[src/sv/agr_pkg.sv]
`default_nettype none

package agr_pkg;

	localparam int SAMPLE_BITS    = 24;
	localparam int TARGET_BITS    = 24;
	localparam int GAIN_FRAC_BITS = 20;
	localparam int EXT_BITS       = 24;
	localparam int ACC_BITS       = TARGET_BITS + EXT_BITS;
	localparam int ACC_FRAC       = GAIN_FRAC_BITS + EXT_BITS;
	localparam int LEN_BITS       = 24;
	localparam int UNITY_BITS     = 16;
	localparam int THRESH_BITS    = 20;
	localparam int PROD_BITS      = SAMPLE_BITS + TARGET_BITS;

	localparam int CFG_IDX_BITS  = 2;
	localparam int CFG_DATA_BITS = 20;

	localparam logic [CFG_IDX_BITS-1:0] CFG_RAMP_UNITY = 2'd0;
	localparam logic [CFG_IDX_BITS-1:0] CFG_GAIN_THRESH = 2'd1;

	localparam logic [UNITY_BITS-1:0]  UNITY_RESET  = 16'd2400;
	localparam logic [THRESH_BITS-1:0] THRESH_RESET = 20'd21;

	localparam logic [TARGET_BITS-1:0] TGT_UNITY = TARGET_BITS'(64'd1 << GAIN_FRAC_BITS);
	localparam logic [ACC_BITS-1:0]    ACC_UNITY = ACC_BITS'(64'd1 << ACC_FRAC);
	localparam logic [LEN_BITS-1:0]    LEN_MAX   = {LEN_BITS{1'b1}};
	localparam logic [PROD_BITS-1:0]   ROUND_HALF = PROD_BITS'(64'd1 << (GAIN_FRAC_BITS - 1));

	typedef enum logic [3:0] {
		ST_IDLE,
		ST_CHECK,
		ST_LEN_MUL,
		ST_LEN_SUM,
		ST_LEN_CHK,
		ST_DIV,
		ST_APPLY,
		ST_MUL,
		ST_OUT
	} agr_state_t;

	typedef struct packed {
		logic load;
		logic diff_load;
		logic len_mul;
		logic len_sum;
		logic snap;
		logic div_start;
		logic step_load;
		logic apply;
		logic mul;
		logic out_load;
	} agr_cmd_t;

	typedef struct packed {
		logic start_need;
		logic len_zero;
		logic div_done;
		logic out_busy;
	} agr_sts_t;

endpackage

`default_nettype wire

[src/sv/agr_divider.sv]
`default_nettype none

module agr_divider import agr_pkg::*; (
	input  wire                 clk,
	input  wire                 arst_n,
	input  wire                 start,
	input  wire [ACC_BITS-1:0]  dividend,
	input  wire [LEN_BITS-1:0]  divisor,
	output logic                done,
	output logic [ACC_BITS-1:0] quotient
);

	localparam int CNT_BITS = $clog2(ACC_BITS);

	logic                busy_q;
	logic                done_q;
	logic [CNT_BITS-1:0] cnt_q;
	logic [LEN_BITS:0]   rem_q;
	logic [ACC_BITS-1:0] quo_q;
	logic [LEN_BITS-1:0] div_q;

	logic [LEN_BITS:0]   rem_sh;
	logic                fits;
	logic [LEN_BITS:0]   rem_next;

	// restoring step: one quotient bit per cycle, MSB first
	always_comb begin
		rem_sh   = {rem_q[LEN_BITS-1:0], quo_q[ACC_BITS-1]};
		fits     = rem_sh >= {1'b0, div_q};
		rem_next = fits ? rem_sh - {1'b0, div_q} : rem_sh;
	end

	always_ff @(posedge clk or negedge arst_n) begin
		if (!arst_n) begin
			busy_q <= 1'b0;
			done_q <= 1'b0;
			cnt_q  <= '0;
		end else if (start) begin
			busy_q <= 1'b1;
			done_q <= 1'b0;
			cnt_q  <= '0;
		end else if (busy_q) begin
			cnt_q <= cnt_q + 1'b1;
			if (cnt_q == CNT_BITS'(ACC_BITS - 1)) begin
				busy_q <= 1'b0;
				done_q <= 1'b1;
			end
		end else begin
			done_q <= 1'b0;
		end
	end

	always_ff @(posedge clk) begin
		if (start) begin
			rem_q <= '0;
			quo_q <= dividend;
			div_q <= divisor;
		end else if (busy_q) begin
			rem_q <= rem_next;
			quo_q <= {quo_q[ACC_BITS-2:0], fits};
		end
	end

	assign done     = done_q;
	assign quotient = quo_q;

endmodule

`default_nettype wire

[src/sv/agr_datapath.sv]
`default_nettype none

module agr_datapath import agr_pkg::*; (
	input  wire                             clk,
	input  wire                             arst_n,
	input  agr_cmd_t                        cmd,
	output agr_sts_t                        sts,
	input  wire signed [SAMPLE_BITS-1:0]    in_sample,
	input  wire signed [TARGET_BITS-1:0]    in_target,
	input  wire                             cfg_wr,
	input  wire [CFG_IDX_BITS-1:0]          cfg_idx,
	input  wire [CFG_DATA_BITS-1:0]         cfg_wdata,
	input  wire                             out_ready,
	output logic                            out_valid,
	output logic [SAMPLE_BITS-1:0]          out_sample,
	output logic                            out_ramping
);

	localparam int LMUL_BITS = EXT_BITS + UNITY_BITS;

	// configuration
	logic [UNITY_BITS-1:0]  unity_q;
	logic [THRESH_BITS-1:0] thresh_q;

	// architectural gain state
	logic signed [ACC_BITS-1:0]    cur_q;
	logic signed [ACC_BITS-1:0]    step_q;
	logic signed [TARGET_BITS-1:0] stored_q;
	logic [LEN_BITS-1:0]           left_q;

	// per-sample working registers
	logic signed [SAMPLE_BITS-1:0] sample_q;
	logic signed [TARGET_BITS-1:0] target_q;
	logic                          changed_q;
	logic                          ramp_q;
	logic [ACC_BITS-1:0]           d_q;
	logic                          neg_q;
	logic [LMUL_BITS-1:0]          hiu_s1;
	logic [LMUL_BITS-1:0]          lou_s1;
	logic [LEN_BITS-1:0]           len_q;
	logic signed [PROD_BITS-1:0]   prod_s1;
	logic                          pass_s1;
	logic                          zero_s1;

	logic                          out_valid_q;
	logic [SAMPLE_BITS-1:0]        out_sample_q;
	logic                          out_ramp_q;

	logic signed [ACC_BITS-1:0]    tgt_acc;
	logic signed [ACC_BITS:0]      diff;
	logic [ACC_BITS:0]             diff_mag;
	logic [LMUL_BITS:0]            len_acc;
	logic [LMUL_BITS:0]            len_full;
	logic                          div_done;
	logic [ACC_BITS-1:0]           quo;
	logic signed [TARGET_BITS-1:0] g;
	logic signed [TARGET_BITS:0]   gap_unity;
	logic [TARGET_BITS:0]          gap_unity_mag;
	logic [TARGET_BITS:0]          g_mag;
	logic signed [PROD_BITS-1:0]   rounded;
	logic signed [PROD_BITS-1:0]   scaled;
	logic [SAMPLE_BITS-1:0]        sat;
	logic [PROD_BITS-SAMPLE_BITS:0] top_bits;
	logic [SAMPLE_BITS-1:0]        y;

	always_comb begin
		tgt_acc  = {target_q, {EXT_BITS{1'b0}}};
		diff     = {tgt_acc[ACC_BITS-1], tgt_acc} - {cur_q[ACC_BITS-1], cur_q};
		diff_mag = diff[ACC_BITS] ? -diff : diff;

		len_acc  = (LMUL_BITS+1)'(hiu_s1) + (LMUL_BITS+1)'(lou_s1 >> EXT_BITS);
		len_full = len_acc >> GAIN_FRAC_BITS;

		// gain applied to the sample: floor of the accumulator
		g             = cur_q[ACC_BITS-1:EXT_BITS];
		gap_unity     = {g[TARGET_BITS-1], g} - {1'b0, TGT_UNITY};
		gap_unity_mag = gap_unity[TARGET_BITS] ? -gap_unity : gap_unity;
		g_mag         = g[TARGET_BITS-1] ? -{g[TARGET_BITS-1], g} : {1'b0, g};

		rounded  = prod_s1 + ROUND_HALF;
		scaled   = rounded >>> GAIN_FRAC_BITS;
		top_bits = scaled[PROD_BITS-1:SAMPLE_BITS-1];
		if (!scaled[PROD_BITS-1] && (top_bits != '0)) begin
			sat = {1'b0, {(SAMPLE_BITS-1){1'b1}}};
		end else if (scaled[PROD_BITS-1] && (top_bits != '1)) begin
			sat = {1'b1, {(SAMPLE_BITS-1){1'b0}}};
		end else begin
			sat = scaled[SAMPLE_BITS-1:0];
		end

		if (ramp_q) begin
			y = sat;
		end else if (pass_s1) begin
			y = sample_q;
		end else if (zero_s1) begin
			y = '0;
		end else begin
			y = sat;
		end
	end

	agr_divider u_div (
		.clk      (clk),
		.arst_n   (arst_n),
		.start    (cmd.div_start),
		.dividend (d_q),
		.divisor  (len_q),
		.done     (div_done),
		.quotient (quo)
	);

	always_ff @(posedge clk or negedge arst_n) begin
		if (!arst_n) begin
			unity_q  <= UNITY_RESET;
			thresh_q <= THRESH_RESET;
		end else if (cfg_wr) begin
			if (cfg_idx == CFG_RAMP_UNITY) begin
				unity_q <= cfg_wdata[UNITY_BITS-1:0];
			end else if (cfg_idx == CFG_GAIN_THRESH) begin
				thresh_q <= cfg_wdata[THRESH_BITS-1:0];
			end
		end
	end

	always_ff @(posedge clk or negedge arst_n) begin
		if (!arst_n) begin
			cur_q    <= ACC_UNITY;
			step_q   <= '0;
			stored_q <= TGT_UNITY;
			left_q   <= '0;
		end else begin
			if (cmd.load) begin
				stored_q <= in_target;
			end
			if (cmd.snap) begin
				cur_q  <= tgt_acc;
				step_q <= '0;
				left_q <= '0;
			end
			if (cmd.step_load) begin
				step_q <= neg_q ? -quo : quo;
				left_q <= len_q;
			end
			if (cmd.apply && (left_q != '0)) begin
				cur_q  <= cur_q + step_q;
				left_q <= left_q - 1'b1;
			end
			// last ramp sample: land exactly on the target
			if (cmd.mul && ramp_q && (left_q == '0)) begin
				cur_q  <= tgt_acc;
				step_q <= '0;
			end
		end
	end

	always_ff @(posedge clk) begin
		if (cmd.load) begin
			sample_q  <= in_sample;
			target_q  <= in_target;
			changed_q <= in_target != stored_q;
		end
		if (cmd.diff_load) begin
			d_q   <= diff_mag[ACC_BITS-1:0];
			neg_q <= diff[ACC_BITS];
		end
		if (cmd.len_mul) begin
			hiu_s1 <= LMUL_BITS'(d_q[ACC_BITS-1:EXT_BITS]) * LMUL_BITS'(unity_q);
			lou_s1 <= LMUL_BITS'(d_q[EXT_BITS-1:0]) * LMUL_BITS'(unity_q);
		end
		if (cmd.len_sum) begin
			len_q <= (len_full > (LMUL_BITS+1)'(LEN_MAX)) ? LEN_MAX : len_full[LEN_BITS-1:0];
		end
		if (cmd.apply) begin
			ramp_q <= left_q != '0;
		end
		if (cmd.mul) begin
			prod_s1 <= sample_q * g;
			pass_s1 <= gap_unity_mag < (TARGET_BITS+1)'(thresh_q);
			zero_s1 <= g_mag < (TARGET_BITS+1)'(thresh_q);
		end
		if (cmd.out_load) begin
			out_sample_q <= y;
			out_ramp_q   <= ramp_q;
		end
	end

	always_ff @(posedge clk or negedge arst_n) begin
		if (!arst_n) begin
			out_valid_q <= 1'b0;
		end else if (cmd.out_load) begin
			out_valid_q <= 1'b1;
		end else if (out_ready) begin
			out_valid_q <= 1'b0;
		end
	end

	always_comb begin
		sts.start_need = changed_q || ((left_q == '0) && (cur_q != tgt_acc));
		sts.len_zero   = len_q == '0;
		sts.div_done   = div_done;
		sts.out_busy   = out_valid_q && !out_ready;
	end

	assign out_valid   = out_valid_q;
	assign out_sample  = out_sample_q;
	assign out_ramping = out_ramp_q;

endmodule

`default_nettype wire

[src/sv/agr_controller.sv]
`default_nettype none

module agr_controller import agr_pkg::*; (
	input  wire      clk,
	input  wire      arst_n,
	input  wire      in_valid,
	output logic     in_ready,
	input  agr_sts_t sts,
	output agr_cmd_t cmd
);

	agr_state_t state_q;
	agr_state_t state_nxt;

	always_ff @(posedge clk or negedge arst_n) begin
		if (!arst_n) begin
			state_q <= ST_IDLE;
		end else begin
			state_q <= state_nxt;
		end
	end

	always_comb begin
		state_nxt = state_q;
		case (state_q)
			ST_IDLE: begin
				if (in_valid) state_nxt = ST_CHECK;
			end
			ST_CHECK: begin
				state_nxt = sts.start_need ? ST_LEN_MUL : ST_APPLY;
			end
			ST_LEN_MUL: state_nxt = ST_LEN_SUM;
			ST_LEN_SUM: state_nxt = ST_LEN_CHK;
			ST_LEN_CHK: begin
				state_nxt = sts.len_zero ? ST_APPLY : ST_DIV;
			end
			ST_DIV: begin
				if (sts.div_done) state_nxt = ST_APPLY;
			end
			ST_APPLY: state_nxt = ST_MUL;
			ST_MUL:   state_nxt = ST_OUT;
			ST_OUT: begin
				if (!sts.out_busy) state_nxt = ST_IDLE;
			end
			default: state_nxt = ST_IDLE;
		endcase
	end

	always_comb begin
		in_ready = 1'b0;
		cmd      = '0;
		case (state_q)
			ST_IDLE: begin
				in_ready = 1'b1;
				cmd.load = in_valid;
			end
			ST_CHECK:   cmd.diff_load = 1'b1;
			ST_LEN_MUL: cmd.len_mul = 1'b1;
			ST_LEN_SUM: cmd.len_sum = 1'b1;
			ST_LEN_CHK: begin
				cmd.snap      = sts.len_zero;
				cmd.div_start = !sts.len_zero;
			end
			ST_DIV:   cmd.step_load = sts.div_done;
			ST_APPLY: cmd.apply = 1'b1;
			ST_MUL:   cmd.mul = 1'b1;
			ST_OUT:   cmd.out_load = !sts.out_busy;
			default: begin
				in_ready = 1'b0;
				cmd      = '0;
			end
		endcase
	end

endmodule

`default_nettype wire

[src/sv/audio_gain_with_linear_ramp.sv]
`default_nettype none

// Audio gain with linear ramp smoothing. Each input beat carries a signed
// 24-bit sample and the wanted gain (signed Q3.20, 0x100000 is unity); each
// output beat carries the gained, saturated sample and a flag set when a ramp
// gain was used. A sample on a steady gain goes through the check, apply,
// multiply and output states before the next acceptance. When a new target
// arrives, or the gain is off target with no ramp running, the ramp length
// and step are worked out first, the step in the bit-serial divider; a ramp
// of zero length snaps the gain and skips the divider. A result waiting in the
// output register does not block the next acceptance, only the hand-off of
// the following result. Write ramp_unity_samples (index 0) and gain_threshold
// (index 1) only while no sample is in flight; cfg_ready is always high.
module audio_gain_with_linear_ramp import agr_pkg::*; (
	input  wire                     clk,
	input  wire                     arst_n,
	input  wire                     s_axis_tvalid,
	output logic                    s_axis_tready,
	input  wire [47:0]              s_axis_tdata,   // sample_in, gain_set
	output logic                    m_axis_tvalid,
	input  wire                     m_axis_tready,
	output logic [23:0]             m_axis_tdata,   // sample_out
	output logic                    m_axis_tuser,   // ramping
	input  wire                     cfg_valid,
	output logic                    cfg_ready,
	input  wire [CFG_IDX_BITS-1:0]  cfg_index,
	input  wire [CFG_DATA_BITS-1:0] cfg_data
);

	agr_cmd_t cmd;
	agr_sts_t sts;

	assign cfg_ready = 1'b1;

	agr_controller u_ctrl (
		.clk      (clk),
		.arst_n   (arst_n),
		.in_valid (s_axis_tvalid),
		.in_ready (s_axis_tready),
		.sts      (sts),
		.cmd      (cmd)
	);

	agr_datapath u_dp (
		.clk         (clk),
		.arst_n      (arst_n),
		.cmd         (cmd),
		.sts         (sts),
		.in_sample   (s_axis_tdata[SAMPLE_BITS-1:0]),
		.in_target   (s_axis_tdata[SAMPLE_BITS+TARGET_BITS-1:SAMPLE_BITS]),
		.cfg_wr      (cfg_valid && cfg_ready),
		.cfg_idx     (cfg_index),
		.cfg_wdata   (cfg_data),
		.out_ready   (m_axis_tready),
		.out_valid   (m_axis_tvalid),
		.out_sample  (m_axis_tdata),
		.out_ramping (m_axis_tuser)
	);

endmodule

`default_nettype wire

[config.mk]
export PLATFORM = sky130hd
export DESIGN_NAME = audio_gain_with_linear_ramp
export DESIGN_NICKNAME = d
export VERILOG_FILES = /design/src/sv/agr_pkg.sv /design/src/sv/agr_divider.sv /design/src/sv/agr_datapath.sv /design/src/sv/agr_controller.sv /design/src/sv/audio_gain_with_linear_ramp.sv
export SDC_FILE = /design/constraint.sdc
export NUM_CORES = 2
export LEC_CHECK = 0
export BUFFER_PORTS_ARGS = -buffer_cell sky130_fd_sc_hd__buf_2
export CAP_MARGIN = 20
export CORE_MARGIN = 2
export CORE_UTILIZATION = 35
export DETAILED_ROUTE_END_ITERATION = 12
export PLACE_DENSITY = 0.58
export SLEW_MARGIN = 20
export SYNTH_ARGS = -nofsm -noshare
export SYNTH_HDL_FRONTEND = slang
export SYNTH_SLANG_ARGS = --single-unit
export TNS_END_PERCENT = 5
[constraint.sdc]
create_clock -name clk -period 7.5 [get_ports clk]
set_input_delay 0.375 -clock clk [delete_from_list [all_inputs] [get_ports clk]]
set_output_delay 0.375 -clock clk [all_outputs]
set_load 0.1 [all_outputs]
==> reports/qor.yml <==
design.die.area_um2: 214100
syn_nets: 9683
drt-vias-per-instance: 5.004
firstDrtPassIters: 5
use_met3: 0.02839
fin_util: 0.3872
rsz0062_at_grt: "false"
cts_tree: "built"
ios: 103
nNetsFinal: 9751
final_common_cell: "inv_1"
synth.avg_cell_area_um2: 9.340
die_h_um: 462.7
drtAntennaViolNets: 0
critPathKind: "reg -> reg"
crit_arrival_ns: 7.68
hold_path.class: "in -> reg"
worstPathRequired_ns: 7.94
min_period_ns: 7.241
use_met1: 0.2631
antenna_found_initial: 12
cts_num_sinks: 518
cts_buffers: 61
finalWirelength_um: 205600
hpwl_um: 166600
synth_area_um2: 73650
start_kind: "flip-flop"
synth_edf_count: 301
initialDrtViolationCount: 3452
max_freq_mhz: 138.1
slew_headroom: 0.2304
placed_cell_area_um2: 78300
grt_pass1_vias: 57240
async_flop_share: 0.3726
wire_per_inst_um: 19.02
worst_slew_pin_slew_ns: 1.125
synthCells: 7885
start_util: 0.3518
skew_ns: 0.05557
syn2layout_area_growth_pct: 10.08
max-clock-path-buffers: 3
finalMaxSlewViolations: 0
drive_gt1_frac: 0.07220
groute.usage.overall: 0.1941
h-tree-depth: 2
die_x_um: 462.7
outcome: "finished, final reports clean"
maxCapViolations: 0
final_area_um2: 81070
fp-row-count: 168
place_congestion: 0.9005
vias: 54100
yosysWarnings: 0
grt_max_degree: 79
synth-seq-area-share: 0.1950
cp_max_fo: 12
coreArea_um2: 209400
setup_violations: 0
ys.flop_type: "edfxtp_1"
grtUsageMet2: 0.3255
layout_common_cells: "1,410 x inv_1, 1,218 x fa_1, 1,212 x nand2_1"
min_period_over_period: 0.9654
cts.clk_slew.worst_paths_ns: 0.07
yosys_register_bits: 518
grt_overflow: 0
drc: 0
port-buffer-count: 101
final_hold_viol_count: 0
synth_cell_type_count: 84
clk_latency_ns: 0.73
root_buffer: "clkbuf_16"
grt_pass1_wl_um: 330200
crit_path_end_kind: "flip-flop"
top_usage_layer: "met2"
-- area by class of cell --
type                            count  area, um^2
Clock inverter                     37       399.1
Fill cell                       20820      128300
Inverter                         1413        5306
Tap cell                         2805        3510
Antenna cell                        1       2.502
Clock buffer                       79        1667
Timing Repair Buffer              402        3233
Multi-Input combinational cell   5557       52580
Sequential cell                   518       14370
-- metrics by stage --
step	hold WS [ns]	TNS [ns]	setup slack, ns	std cells
finish	0.02591	0	0.2595	10810
global route	0.04124	0	0.01193	10810
CTS	0.002044	0	0.03776	10810
detailed placement	0.4048	-0.01727	-0.01727	10630
global placement	0.3977	-0.04050	-0.04050	10630
floorplan	0.07941	0	0.3199	7885
-- worst paths after layout --
path | slack [ns] | start | cells past startpoint | to
setup / recovery | 0.26 | u_dp.sample_q[8] | 25 | u_dp.prod_s1[43]
hold / removal | 0.03 | cfg_data[5] | 2 | u_dp.thresh_q[5]
max in group asynchronous | 5.63 | arst_n | 3 | u_dp.cur_q[25]
hold reg to reg | 0.48 | u_dp.left_q[23] | 1 | u_dp.left_q[23]
min in group asynchronous | 0.23 | arst_n | 2 | u_dp.left_q[8]
setup reg to reg | 0.26 | u_dp.sample_q[8] | 25 | u_dp.prod_s1[43]
-- per-layer routing --
layer	vias to the layer above	wire length, um
met5	-	80
met1	27580	90620
li1	24820	-
met2	1428	98040
met4	12	5165
met3	259	11710
-- cells in the mapped netlist, drive strengths merged (9+ instances only) --
cell type	n	area share
buf	31	0.0019
a21oi	223	0.015
mux2i	27	0.0037
fa	1219	0.33
ha	504	0.086
o211ai	43	0.0044
nor2b	38	0.0032
dfstp	9	0.0032
mux2	70	0.011
a31oi	24	0.0020
clkbuf	366	0.019
nand3b	9	0.00092
and4	9	0.0011
dfrtp	184	0.063
and2	519	0.044
nand3	139	0.0096
a2111oi	9	0.0013
xnor2	239	0.028
o31ai	27	0.0028
a211oi	40	0.0041
inv	1412	0.072
nand4	51	0.0043
or4	12	0.0012
nand2	1213	0.062
o41ai	14	0.0017
nor4	37	0.0036
a31o	9	0.0011
or2	15	0.0013
nor3	78	0.0054
a21o	108	0.011
nand2b	46	0.0039
nor2	225	0.011
edfxtp	301	0.12
xor2	148	0.018
and3	33	0.0028
o21a	37	0.0038
dfxtp	24	0.0065
o21bai	22	0.0022
o21ai	237	0.016
or3	32	0.0028
-- kinds of logic (layout without fill, tap and decap cells) --
family | Yosys count | after routing | share of synthesized area
AO/OA/AOI/OAI | 875 | 875 | 0.07525
multiplexers | 97 | 97 | 0.01437
adder cells (fa/ha/maj) | 1723 | 1723 | 0.4170
other | 1 | 2 | 0.00005092
AND/OR/NAND/NOR | 2474 | 2474 | 0.1598
buffers and inverters | 1810 | 1931 | 0.09256
flip-flops | 518 | 518 | 0.1950
XOR/XNOR | 387 | 387 | 0.04602
-- registers in the layout (all words and copies together), names as in the netlist, 4 cells and up --
signal,count
u_dp.cur_q,48
u_dp.d_q,48
u_dp.step_q,48
u_dp.u_div.quotient,48
u_dp.hiu_s1,40
u_dp.prod_s1,29
u_dp.left_q,24
u_dp.out_sample,24
u_dp.sample_q,24
u_dp.stored_q,24
u_dp.target_q,24
u_dp.u_div.rem_q,24
u_dp.len_q,21
u_dp.u_div.div_q,21
u_dp.thresh_q,20
u_dp.lou_s1,16
u_dp.unity_q,16
u_dp.u_div.cnt_q,6
u_ctrl.state_q,4
-- critical path, stage by stage, from the launching register on --
cell and delay (ns):
edfxtp_1 0.42, buf_4 0.21, and2_1 0.17, fa_1 0.53, inv_1 0.06, fa_1 0.47
inv_1 0.05, fa_1 0.50, fa_2 0.64, fa_1 0.47, fa_1 0.50, inv_1 0.05
fa_1 0.47, inv_1 0.05, ha_1 0.32, a21o_1 0.17, a21o_1 0.18, o21ai_0 0.20
o41ai_1 0.11, buf_4 0.18, o211ai_1 0.21, buf_4 0.16, a21oi_2 0.07, o21a_1 0.22
o21a_1 0.21, a311o_1 0.36
-- repair_timing --
| item | 4_1_cts | 5_1_grt |
|---|---|---|
| hold endpoints to repair | 148 | 0 |
| setup endpoints to repair | 1 | 9 |
| gates cloned | 0 | 0 |
| setup buffers | 0 | 6 |
| pin swaps | 0 | 0 |
| hold buffers | 60 | 0 |
| gates resized for setup | 1 | 12 |
Power is left out: the tool's default activity adds up to more than one toggle a clock period on the data nets, which glitch-free logic cannot reach.
